## src/assert_macros.svh

```systemverilog
// ----------------------------------------------------------------------------
// assert_macros
// concurrent assertion helpers, empty when synthesizing
// ----------------------------------------------------------------------------
`ifndef ASSERT_MACROS_SVH
`define ASSERT_MACROS_SVH

`ifndef SYNTHESIS
// property must hold at every clock edge outside reset
`define ASSERT_PROP(lbl, clk, rstn, prop) \
  lbl: assert property (@(posedge clk) disable iff (!rstn) prop) \
    else $error("assertion failed");
// expression must never be true outside reset
`define ASSERT_NEVER(lbl, clk, rstn, expr) \
  lbl: assert property (@(posedge clk) disable iff (!rstn) !(expr)) \
    else $error("forbidden condition seen");
`else
`define ASSERT_PROP(lbl, clk, rstn, prop)
`define ASSERT_NEVER(lbl, clk, rstn, expr)
`endif

`endif

```

## src/olie_pkg.sv

```systemverilog
// ----------------------------------------------------------------------------
// olie_pkg
// shared types and constants of the ordered list insert engine
// ----------------------------------------------------------------------------
`timescale 1ns / 1ps
`default_nettype none

package olie_pkg;

  localparam int LIST_DEPTH = 32;
  localparam int ADDR_W     = $clog2(LIST_DEPTH);
  localparam int CNT_W      = $clog2(LIST_DEPTH + 1);
  localparam int VAL_W      = 16;
  localparam int POS_W      = 6;

  typedef enum logic [1:0] {
    OP_FRONT   = 2'd0,
    OP_BACK    = 2'd1,
    OP_ORDERED = 2'd2,
    OP_DUMP    = 2'd3
  } op_e;

  typedef enum logic [1:0] {
    STAT_OK    = 2'd0,
    STAT_FULL  = 2'd1,
    STAT_EMPTY = 2'd2
  } status_e;

  typedef enum logic [2:0] {
    ST_IDLE,
    ST_SCAN,
    ST_SHIFT,
    ST_FILL,
    ST_DUMP,
    ST_RESP
  } state_e;

  typedef logic [ADDR_W-1:0] addr_t;

  // circular buffer: physical slot of a logical index from the head
  function automatic addr_t phys_addr(input addr_t base, input addr_t idx);
    logic [ADDR_W:0] s;
    s = {1'b0, base} + {1'b0, idx};
    if (s >= (ADDR_W + 1)'(LIST_DEPTH)) begin
      s = s - (ADDR_W + 1)'(LIST_DEPTH);
    end
    return s[ADDR_W-1:0];
  endfunction

endpackage

`default_nettype wire

```

## src/ordered_list_insert_engine_unit.sv

```systemverilog
// ----------------------------------------------------------------------------
// ordered_list_insert_engine_unit
// bounded list of signed values with head, tail and ordered insert and dump
// ----------------------------------------------------------------------------
// input channel: operation_i and value_i, taken when in_valid_i is high and
// in_stall_o is low. the engine works on one transaction at a time and
// holds in_stall_o high until its last result is in the output register.
// output channel: entry_value_o, position_o, status_o, last_o, handed over
// when out_valid_o is high and out_stall_i is low. one output register
// decouples the two sides; a stalled result holds its payload.
// steps per transaction, set by the single ram read port:
//   insert at head or tail: ram write, then result; insert into a full list: result only
//   ordered insert: compare from the head until the slot is found, shift the
//   entries from the tail down to the slot up by one, write, then result;
//   no shift when it lands at the tail, straight to the write into an empty list
//   dump: one entry per cycle while out_stall_i is low, empty dump one result
// a result waiting on out_stall_i holds the engine in place.
// the list lives in a circular buffer, so head inserts need no shifting.
// reset empties the list at once; the ram contents are not cleared.
// ----------------------------------------------------------------------------
`timescale 1ns / 1ps
`default_nettype none

`include "assert_macros.svh"

module ordered_list_insert_engine_unit (
  input  wire logic                               clk_i,
  input  wire logic                               rst_ni,
  input  wire logic                               in_valid_i,
  output logic                                    in_stall_o,
  input  wire logic [1:0]                         operation_i,
  input  wire logic signed [olie_pkg::VAL_W-1:0]  value_i,
  output logic                                    out_valid_o,
  input  wire logic                               out_stall_i,
  output logic signed [olie_pkg::VAL_W-1:0]       entry_value_o,
  output logic [olie_pkg::POS_W-1:0]              position_o,
  output logic [1:0]                              status_o,
  output logic                                    last_o
);

  import olie_pkg::*;

  state_e                  state_q, state_d;
  addr_t                   head_q, head_d;
  logic [CNT_W-1:0]        count_q, count_d;
  addr_t                   idx_q, idx_d;
  addr_t                   slot_q, slot_d;
  logic signed [VAL_W-1:0] val_q, val_d;
  status_e                 res_st_q, res_st_d;

  logic                    out_valid_q;
  logic signed [VAL_W-1:0] out_val_q, out_val_d;
  logic [POS_W-1:0]        out_pos_q, out_pos_d;
  status_e                 out_st_q, out_st_d;
  logic                    out_last_q, out_last_d;
  logic                    out_load, out_free;

  logic                    ram_we, ram_re;
  addr_t                   ram_waddr, ram_raddr;
  logic [VAL_W-1:0]        ram_wdata, ram_rdata;

  logic                    full;
  addr_t                   cnt_addr, cnt_m1, head_dec;
  logic [CNT_W-1:0]        idx_ext, idx_inc;
  op_e                     op;

  olie_ram #(
    .WIDTH (VAL_W),
    .DEPTH (LIST_DEPTH)
  ) u_ram (
    .clk_i   (clk_i),
    .we_i    (ram_we),
    .waddr_i (ram_waddr),
    .wdata_i (ram_wdata),
    .re_i    (ram_re),
    .raddr_i (ram_raddr),
    .rdata_o (ram_rdata)
  );

  assign op       = op_e'(operation_i);
  assign full     = (count_q == CNT_W'(LIST_DEPTH));
  assign cnt_addr = count_q[ADDR_W-1:0];
  assign cnt_m1   = cnt_addr - addr_t'(1);
  assign head_dec = (head_q == '0) ? addr_t'(LIST_DEPTH - 1) : head_q - addr_t'(1);
  assign idx_ext  = CNT_W'(idx_q);
  assign idx_inc  = idx_ext + CNT_W'(1);
  assign out_free = !out_valid_q || !out_stall_i;

  assign in_stall_o = (state_q != ST_IDLE);

  always_comb begin
    state_d    = state_q;
    head_d     = head_q;
    count_d    = count_q;
    idx_d      = idx_q;
    slot_d     = slot_q;
    val_d      = val_q;
    res_st_d   = res_st_q;
    ram_we     = 1'b0;
    ram_waddr  = '0;
    ram_wdata  = val_q;
    ram_re     = 1'b0;
    ram_raddr  = '0;
    out_load   = 1'b0;
    out_val_d  = val_q;
    out_pos_d  = '0;
    out_st_d   = res_st_q;
    out_last_d = 1'b1;

    case (state_q)
      ST_IDLE: begin
        if (in_valid_i) begin
          val_d    = value_i;
          res_st_d = STAT_OK;
          if (op == OP_DUMP) begin
            if (count_q == '0) begin
              val_d    = '0;
              res_st_d = STAT_EMPTY;
              state_d  = ST_RESP;
            end else begin
              ram_re    = 1'b1;
              ram_raddr = head_q;
              idx_d     = '0;
              state_d   = ST_DUMP;
            end
          end else if (full) begin
            res_st_d = STAT_FULL;
            state_d  = ST_RESP;
          end else begin
            case (op)
              OP_FRONT: begin
                head_d    = head_dec;
                ram_we    = 1'b1;
                ram_waddr = head_dec;
                ram_wdata = value_i;
                count_d   = count_q + CNT_W'(1);
                state_d   = ST_RESP;
              end
              OP_BACK: begin
                ram_we    = 1'b1;
                ram_waddr = phys_addr(head_q, cnt_addr);
                ram_wdata = value_i;
                count_d   = count_q + CNT_W'(1);
                state_d   = ST_RESP;
              end
              default: begin
                if (count_q == '0) begin
                  slot_d  = '0;
                  state_d = ST_FILL;
                end else begin
                  ram_re    = 1'b1;
                  ram_raddr = head_q;
                  idx_d     = '0;
                  state_d   = ST_SCAN;
                end
              end
            endcase
          end
        end
      end
      ST_SCAN: begin
        if (val_q <= $signed(ram_rdata)) begin
          // slot found, start moving the tail up by one
          slot_d    = idx_q;
          ram_re    = 1'b1;
          ram_raddr = phys_addr(head_q, cnt_m1);
          idx_d     = cnt_addr;
          state_d   = ST_SHIFT;
        end else if (idx_inc == count_q) begin
          slot_d  = cnt_addr;
          state_d = ST_FILL;
        end else begin
          ram_re    = 1'b1;
          ram_raddr = phys_addr(head_q, idx_q + addr_t'(1));
          idx_d     = idx_q + addr_t'(1);
        end
      end
      ST_SHIFT: begin
        ram_we    = 1'b1;
        ram_waddr = phys_addr(head_q, idx_q);
        ram_wdata = ram_rdata;
        idx_d     = idx_q - addr_t'(1);
        if (idx_q - addr_t'(1) == slot_q) begin
          state_d = ST_FILL;
        end else begin
          ram_re    = 1'b1;
          ram_raddr = phys_addr(head_q, idx_q - addr_t'(2));
        end
      end
      ST_FILL: begin
        ram_we    = 1'b1;
        ram_waddr = phys_addr(head_q, slot_q);
        ram_wdata = val_q;
        count_d   = count_q + CNT_W'(1);
        state_d   = ST_RESP;
      end
      ST_RESP: begin
        if (out_free) begin
          out_load = 1'b1;
          state_d  = ST_IDLE;
        end
      end
      ST_DUMP: begin
        if (out_free) begin
          out_load   = 1'b1;
          out_val_d  = $signed(ram_rdata);
          out_pos_d  = POS_W'(idx_q);
          out_st_d   = STAT_OK;
          out_last_d = (idx_inc == count_q);
          if (idx_inc == count_q) begin
            state_d = ST_IDLE;
          end else begin
            ram_re    = 1'b1;
            ram_raddr = phys_addr(head_q, idx_q + addr_t'(1));
            idx_d     = idx_q + addr_t'(1);
          end
        end
      end
      default: begin
        state_d = ST_IDLE;
      end
    endcase
  end

  always_ff @(posedge clk_i or negedge rst_ni) begin
    if (!rst_ni) begin
      state_q     <= ST_IDLE;
      head_q      <= '0;
      count_q     <= '0;
      out_valid_q <= 1'b0;
    end else begin
      state_q <= state_d;
      head_q  <= head_d;
      count_q <= count_d;
      if (out_load) begin
        out_valid_q <= 1'b1;
      end else if (!out_stall_i) begin
        out_valid_q <= 1'b0;
      end
    end
  end

  always_ff @(posedge clk_i) begin
    idx_q    <= idx_d;
    slot_q   <= slot_d;
    val_q    <= val_d;
    res_st_q <= res_st_d;
    if (out_load) begin
      out_val_q  <= out_val_d;
      out_pos_q  <= out_pos_d;
      out_st_q   <= out_st_d;
      out_last_q <= out_last_d;
    end
  end

  assign out_valid_o   = out_valid_q;
  assign entry_value_o = out_val_q;
  assign position_o    = out_pos_q;
  assign status_o      = out_st_q;
  assign last_o        = out_last_q;

  `ASSERT_NEVER(a_count_bound, clk_i, rst_ni, count_q > CNT_W'(LIST_DEPTH))
  `ASSERT_PROP(a_count_step, clk_i, rst_ni,
               (count_q != $past(count_q)) |-> (count_q == $past(count_q) + 1'b1))
  `ASSERT_PROP(a_shift_above_slot, clk_i, rst_ni, (state_q == ST_SHIFT) |-> (idx_q > slot_q))
  `ASSERT_PROP(a_walk_in_list, clk_i, rst_ni,
               (state_q == ST_DUMP || state_q == ST_SCAN) |-> (idx_ext < count_q))
  `ASSERT_PROP(a_no_load_over_held, clk_i, rst_ni, (out_valid_q && out_stall_i) |-> !out_load)

endmodule

`default_nettype wire

```

## src/olie_ram.sv

```systemverilog
// ----------------------------------------------------------------------------
// olie_ram
// generic single write port, single read port ram with registered read
// ----------------------------------------------------------------------------
`timescale 1ns / 1ps
`default_nettype none

module olie_ram #(
  parameter int WIDTH = 16,
  parameter int DEPTH = 32
) (
  input  wire logic                     clk_i,
  input  wire logic                     we_i,
  input  wire logic [$clog2(DEPTH)-1:0] waddr_i,
  input  wire logic [WIDTH-1:0]         wdata_i,
  input  wire logic                     re_i,
  input  wire logic [$clog2(DEPTH)-1:0] raddr_i,
  output logic      [WIDTH-1:0]         rdata_o
);

  logic [WIDTH-1:0] mem_q [DEPTH];

  always_ff @(posedge clk_i) begin
    if (we_i) begin
      mem_q[waddr_i] <= wdata_i;
    end
    if (re_i) begin
      rdata_o <= mem_q[raddr_i];
    end
  end

endmodule

`default_nettype wire

```

## config.mk

```make
export PLATFORM = sky130hd
export DESIGN_NAME = ordered_list_insert_engine_unit
export DESIGN_NICKNAME = d
export VERILOG_FILES = /design/src/olie_pkg.sv /design/src/ordered_list_insert_engine_unit.sv /design/src/olie_ram.sv
export VERILOG_INCLUDE_DIRS = /design/src /design/src/src
export SDC_FILE = /design/constraint.sdc
export NUM_CORES = 1
export LEC_CHECK = 0
export ABC_AREA = 1
export BUFFER_PORTS_ARGS = -buffer_cell sky130_fd_sc_hd__buf_4
export CAP_MARGIN = 20
export CORE_ASPECT_RATIO = 1.2
export CORE_MARGIN = 4
export CORE_UTILIZATION = 30
export CTS_BUF_LIST = sky130_fd_sc_hd__clkbuf_4
export DETAILED_ROUTE_END_ITERATION = 6
export GPL_ROUTABILITY_DRIVEN = 1
export GPL_TIMING_DRIVEN = 0
export PLACE_DENSITY = 0.43
export SLEW_MARGIN = 40
export SYNTH_ARGS = -nofsm -noshare
export SYNTH_HDL_FRONTEND = slang
export SYNTH_HIERARCHICAL = 1
export SYNTH_SLANG_ARGS = --single-unit
```

## constraint.sdc

```tcl
create_clock -name clk_i -period 8.1 [get_ports clk_i]
set_input_delay 1.62 -clock clk_i [delete_from_list [all_inputs] [get_ports clk_i]]
set_output_delay 1.62 -clock clk_i [all_outputs]
set_load 0.02 [all_outputs]
```

==> metrics.md, run 1 <==
| Metric | Value |
|---|---|
| Syn nets | `2,579` |
| Post-synthesis cell count | `2,508` |
| Total wire length | `just over 90,000 um` |
| Via density | `~4.8` |
| Vias in the first global route | `19,176` |
| Clock latency on the worst-skew pair | `1.02 ns` |
| Slew headroom | `around 41%` |
| Worst path cell trace | `inv_1 -> ha_1 -> nand2_1 -> nand2_1 -> xor2_1 -> nand2_1 -> nand3_1 -> nand2_1 -> o21ai_0 -> a21oi_1 -> nand2_1 -> clkbuf_1 -> buf_2 -> nand3_1 -> nand2_1 -> nand2_1 -> nand2_1 -> nand2_1 -> nand2_1` |
| Clock Pin Slew Worst Setup and Hold Paths | `approximately 0.070 ns` |
| Hold Fails Final Rpt | `0` |
| Average size of a mapped cell | `approximately 11 sq um` |
| Reg2reg start | `idx_q[1]` |
| Clk_skew | `between 0.07 and 0.08 ns` |
| All-layer global routing usage | `between 10% and 20%` |
| Multi-input logic area | `approximately 8400 sq um` |
| Clock Path Buffers | `3` |
| Num CTS Buffers | `around 160` |
| CTS H-tree lvls | `4` |
| Status | `finished, final reports clean` |
| WL/cell | `22.5 um` |
| Register area share after synthesis | `approximately 66%` |
| CP max-delay cell | `clkbuf_1` |
| Setup repair bufs after CTS | `0` |
| FF+latch count, synth | `about 600` |
| First-pass GRT wire length | `~130,000 um` |
| CTS tree | `done` |
| Nets@finish | `2,852` |
| Row cnt | `120` |
| CP Class | `reg -> reg` |
| DIE WIDTH | `approximately 280 um` |
| Slew @ Worst Pin | `0.880 ns` |
| Initial antenna violation count | `2` |
| RSZ-0062 raised after global routing | `no` |
| Critical Path Most Common Cell | `nand2_1` |
| Crit path capture type | `flop` |
| Netlist Area Pre-Place | `27,000 sq um` |
| Clock sink total | `approximately 600` |
| # setup viols final | `0` |
| Routability-driven placement congestion ratio | `0.924` |
| Die Y-Extent | `337 um` |
| Die area | `around 95,000 sq um` |
| First drt pass iteration count | `6` |
| Syn-to-layout area delta | `19.8%` |
| FF/Latch Area | `17,800 sq um` |
| Unique masters post-synth | `slightly above 50` |
| Slew Viols, Final | `0` |
| IO Count | `about 50` |
| PortBufs | `46` |
| Share of cells above drive strength 1 | `a little under a fifth` |
| GRT Residual Overflow | `0` |
| Worst EP arrival | `5.59 ns` |
| Root Driver | `clkbuf_4` |
| Post-CTS Resized | `0` |
| Worst Setup SP | `idx_q[1]` |
| Fmax | `~210 MHz` |
| Largest net degree at the start of global routing | `21` |
| Fillers | `between 8,000 and 9,000` |
| Slowest stage delay, CP | `~0.70 ns` |
| Post-route minimum period | `around 4.8 ns` |
| Most frequent cells in the layout | `nand2_1, edfxtp_1, nand3_1` |
| Final Cycle Share | `roughly three fifths` |
| Commonest non-fill, non-tap cell in the layout | `nand2_1` |
| Syn. warnings | `6` |
| Detail Placement HPWL | `66,700 um` |
| Starting density of the core | `a little under a third` |
| DRT iter0 DRCs | `approximately 1,500` |
| Max_cap viols | `0` |
| # DRC | `0` |
| Final TNS setup | `0 ns` |
| Via count | `19,538` |
| Hold buffer count at cts | `0` |
| Crit-path max FO | `10` |
| Core area | `89,200 sq um` |
| Crit start category | `flop` |
| Worst min path class | `in -> async` |
| Antenna viol nets, final | `0` |
| Worst Path Required | `8.92 ns` |
-- routing by layer --
layer  global-route usage, %  part of all wire, %  up-vias
met4                    7.57                  3.6        0
met3                    3.66                  5.0      173
met1                    23.6                   42     9450
met2                    33.0                   50      633
li1                        -                    -     9282
met5                       0                    0        -
-- cells in the mapped netlist, drive strengths merged --
master | number | area, sq um
mux2 | 1 | 15.0
nor4 | 2 | 12.5
o21a | 1 | 7.51
a31o | 1 | 8.76
nor3 | 7 | 51.3
conb | 1 | 3.75
edfxtp | 580 | 17400
nor2 | 110 | 464
buf | 99 | 746
fa | 5 | 100
o31ai | 2 | 15.0
xnor2 | 12 | 105
nand3 | 428 | 2150
o211ai | 5 | 37.5
a21oi | 45 | 225
a22oi | 7 | 52.6
a21o | 1 | 7.51
or2 | 1 | 6.26
nand2 | 872 | 3310
dfrtp | 15 | 375
a32o | 1 | 10.0
o21ai | 64 | 320
o22ai | 3 | 18.8
o221ai | 1 | 8.76
xor2 | 27 | 236
a31oi | 4 | 40.0
clkinv | 1 | 3.75
a32oi | 8 | 70.1
nand4 | 3 | 18.8
inv | 127 | 484
clkbuf | 29 | 110
ha | 44 | 551
a211oi | 1 | 7.51
-- cell type report --
cell class / instances / share of cell area, %
clock inverters: 58 / 1.20
flip-flops and latches: 595 / 55.0
repair buffers: 115 / 4.53
diodes: 1 / 0.00774
well taps: 1159 / 4.48
multi-input cells: 1657 / 25.9
plain buffers: 128 / 2.65
clock buffers: 203 / 4.71
inverters: 128 / 1.51
-- cells by family (layout without fill, tap and decap cells) --
group                      count (synthesis)  in the layout  share of synthesized area, %
other                                      1              2                        0.0139
AOI/OAI and AO/OA                        144            144                          3.07
muxes                                      1              1                        0.0556
and+or+nand+nor                         1423           1423                          22.3
adders and majority gates                 49             49                          2.41
buffers and inverters                    256            632                          4.98
DFF                                      595            595                          65.9
xor gates and xnor gates                  39             39                          1.27
-- worst max-delay path, delay by kind of cell (launching register included) --
kind | cells | cell delay [ns]
buffers and inverters | 3 | 1.42
AO/OA/AOI/OAI | 2 | 0.31
AND/OR/NAND/NOR | 12 | 1.75
XOR/XNOR | 1 | 0.35
flip-flops | 1 | 0.52
adder cells (fa/ha/maj) | 1 | 0.20
-- registers in the layout (all words and copies together), names as in the netlist, 3 cells and up --
name and cells:
entry_value_o 16, slot_q 5, val_q 16, u_ram/rdata_o 16, state_q 3, count_q 6
idx_q 5, head_q 5, position_o 5, u_ram/mem_q 512
-- stage by stage --
stage | instance area [sq um] | hold slack, ns | setup WS (ns) | instances | utilization, %
after CTS | 32300 | 0.317 | 3.37 | 4043 | 36.2
final | 32300 | 0.472 | 3.33 | 4044 | 36.3
after floorplan | 27000 | 0.481 | 3.90 | 2508 | -
after detailed placement | 30400 | 0.501 | 2.67 | 3782 | 34.1
after global placement | 28800 | 0.496 | 0.306 | 3713 | 32.3
after global routing | 32300 | 0.374 | 3.10 | 4044 | 36.3
-- worst paths after layout --
| check | end | slack (ns) | cells past startpoint |
|---|---|---|---|
| setup reg to reg | u_ram/rdata_o[5] | 3.33 | 19 |
| min in group clk_i | status_o[1] | 0.51 | 2 |
| setup / recovery | u_ram/rdata_o[5] | 3.33 | 19 |
| max in group asynchronous | count_q[1] | 7.37 | 1 |
| hold reg to reg | status_o[1] | 0.51 | 2 |
| hold / removal | count_q[3] | 0.47 | 1 |
Power of run 1 is left out: the tool's default activity adds up to more than one toggle a clock period on the data nets, which glitch-free logic cannot reach.
==> inputs of run 2 (changes only) <==
==> constraint.sdc (replaced) <==
create_clock -name clk_i -period 4.9 [get_ports clk_i]
set_input_delay 0.98 -clock clk_i [delete_from_list [all_inputs] [get_ports clk_i]]
set_output_delay 0.98 -clock clk_i [all_outputs]
set_load 0.02 [all_outputs]
==> metrics.md, run 2 (synthesis results as in run 1) <==
| Metric | Value |
|---|---|
| Nets@finish | `2,854 (+0.070%)` |
| M1 GR Usage | `23.6% (unchanged)` |
| Crit-path max FO | `10 (unchanged)` |
| Critical Path Most Common Cell | `nand2_1` |
| First drt pass iteration count | `5 (-1)` |
| Clock Pin Slew Worst Setup and Hold Paths | `0.07 ns (about the same)` |
| Final hold slack | `0.266 ns (-0.206 ns)` |
| Largest register FFs | `512 (unchanged)` |
| Hold Fails Final Rpt | `0 (unchanged)` |
| Die Y-Extent | `337 um (unchanged)` |
| Bufs and invs on worst path | `4 (+1)` |
| Slew @ Worst Pin | `0.841 ns (-0.0381 ns)` |
| Vias in the first global route | `19,184 (+0.042%)` |
| Worst min path class | `in -> reg` |
| Worst EP arrival | `5.29 ns (-0.30 ns)` |
| Status | `finished, final reports clean` |
| Num CTS Buffers | `156 (unchanged)` |
| Grt met3 use | `3.66% (unchanged)` |
| CP Class | `reg -> reg` |
| Crit path capture type | `flop` |
| Worst Path Required | `5.58 ns (-3.34 ns)` |
| Share of cells above drive strength 1 | `18.3% (+0.26 points)` |
| CP max-delay cell | `edfxtp_1` |
| Antenna viol nets, final | `0 (unchanged)` |
| Commonest non-fill, non-tap cell in the layout | `nand2_1` |
| Clock sink total | `595 (unchanged)` |
| First-pass GRT wire length | `131,000 um (about the same)` |
| Worst path cell trace | `clkinvlp_4 -> ha_1 -> nand2_1 -> xor2_1 -> nor2_1 -> nor2_1 -> nand3_1 -> nand2_1 -> o21ai_0 -> a21oi_1 -> nand2_1 -> inv_1 -> clkbuf_4 -> buf_2 -> nand3_1 -> nand3_1 -> nand2_1 -> nand2_1 -> nand2_1 -> nand2_1 -> nand2_1` |
| Initial antenna violation count | `2 (unchanged)` |
| Total wire length | `90,800 um (-0.22%)` |
| Clock latency on the worst-skew pair | `1.01 ns (about the same)` |
| CTS tree | `done` |
| # setup viols final | `0 (unchanged)` |
| Non-Filler Instances | `4,046 (+0.049%)` |
| Met2 usage | `33.0% (about the same)` |
| Detail Placement HPWL | `66,700 um (unchanged)` |
| Slew headroom | `43.9% (+2.5 points)` |
| Slew Viols, Final | `0 (unchanged)` |
| Crit start category | `flop` |
| Die area | `94,900 sq um (unchanged)` |
| Most Crowded Layer GR | `met2` |
| IO Count | `49 (unchanged)` |
| Post-route minimum period | `4.62 ns (-0.155 ns)` |
| Family with the most delay on the worst path | `simple AND/OR/NAND/NOR gates` |
| Syn-to-layout area delta | `19.9%` |
| Final Cycle Share | `94.2% (+35 points)` |
| DRT iter0 DRCs | `1,578 (+3.5%)` |
| RSZ-0062 raised after global routing | `no` |
| Max_cap viols | `0 (unchanged)` |
| GRT Residual Overflow | `0 (unchanged)` |
| Via density | `4.84 (+0.22%)` |
| All-layer global routing usage | `19.1% (about the same)` |
| Clk_skew | `0.0720 ns (-0.00215 ns)` |
| Routability-driven placement congestion ratio | `0.924 (unchanged)` |
| Via count | `19,591 (+0.27%)` |
| # DRC | `0 (unchanged)` |
| DIE WIDTH | `282 um (unchanged)` |
| PortBufs | `46 (unchanged)` |
| Biggest register | `u_ram/mem_q` |
| Slowest stage delay, CP | `0.53 ns (-0.17 ns)` |
| Most frequent cells in the layout | `nand2_1, edfxtp_1, nand3_1` |
| WL/cell | `22.4 um (-0.26%)` |
| Clock Path Buffers | `3 (unchanged)` |
| Inst Count DP | `3,782 (unchanged)` |
| Largest net degree at the start of global routing | `21 (unchanged)` |
| Starting density of the core | `30.3% (unchanged)` |
| Fmax | `217 MHz (+3.4%)` |
| Row cnt | `120 (unchanged)` |
| Root Driver | `clkbuf_4` |
| CTS H-tree lvls | `4 (unchanged)` |
| Core area | `89,200 sq um (unchanged)` |
run 2: changes by cell type in the layout (fill, tap and decap cells not counted), sizes merged:
cell / before / now
inv: 129 / 128
clkinvlp: 6 / 7
dlygate4sd3: 0 / 1
buf: 214 / 215
run 2: through the flow:
step | util [%] | setup WS, ns | setup TNS (ns) | area (sq um)
after floorplan | - | 1.15 | 0 | 27000
after global placement | 32.3 | -2.25 | -839.60 | 28800
after detailed placement | 34.1 | 0.110 | 0 | 30400
after CTS | 36.3 | 0.172 | 0 | 32300
after global routing | 36.3 | 0.0152 | 0 | 32400
final | 36.3 | 0.285 | 0 | 32400
run 2: what timing repair did:
item | 4_1_cts | 5_1_grt
hold buffers | 1 | 0
hold endpoints to repair | 15 | 0
buffers inserted | 0 | 2
endpoints found under the setup margin | 0 | 8
gates resized for setup | 0 | 12
run 2: layout make-up:
| cell class | instances | area [sq um] |
|---|---|---|
| well taps | 1159 | 1450 |
| plain buffers | 127 | 862 |
| clock buffers | 203 | 1520 |
| inverters | 128 | 492 |
| clock inverters | 58 | 387 |
| multi-input cells | 1657 | 8370 |
| repair buffers | 118 | 1490 |
| fillers | 8915 | 56800 |
| diodes | 1 | 2.50 |
| flip-flops and latches | 595 | 17800 |
run 2: path summary, 6_finish.rpt:
check                      slack [ns]                to        start  cells past startpoint
setup / recovery                 0.28  u_ram/rdata_o[4]     idx_q[1]                     21
hold / removal                   0.27       out_valid_o  out_stall_i                      3
setup reg to reg                 0.28  u_ram/rdata_o[4]     idx_q[1]                     21
hold reg to reg                  0.51       status_o[1]  res_st_q[1]                      2
max in group asynchronous        4.25        count_q[1]       rst_ni                      2
min in group asynchronous        0.40        count_q[3]       rst_ni                      2
run 2: worst register-to-register path, stage by stage, from the launching register on:
cell and delay (ns):
edfxtp_1 0.53, clkinvlp_4 0.31, ha_1 0.30, nand2_1 0.09, xor2_1 0.35, nor2_1 0.07, nor2_1 0.11, nand3_1 0.10
nand2_1 0.28, o21ai_0 0.16, a21oi_1 0.14, nand2_1 0.14, inv_1 0.10, clkbuf_4 0.31, buf_2 0.37, nand3_1 0.14
nand3_1 0.15, nand2_1 0.12, nand2_1 0.08, nand2_1 0.17, nand2_1 0.12, nand2_1 0.16
run 2: layer usage:
| layer | up-vias | routed length (um) |
|---|---|---|
| met5 | - | 0 |
| met4 | 0 | 3260 |
| met3 | 172 | 4700 |
| met2 | 636 | 45000 |
| li1 | 9295 | - |
| met1 | 9488 | 37800 |
Power of run 2 is left out for the same reason.
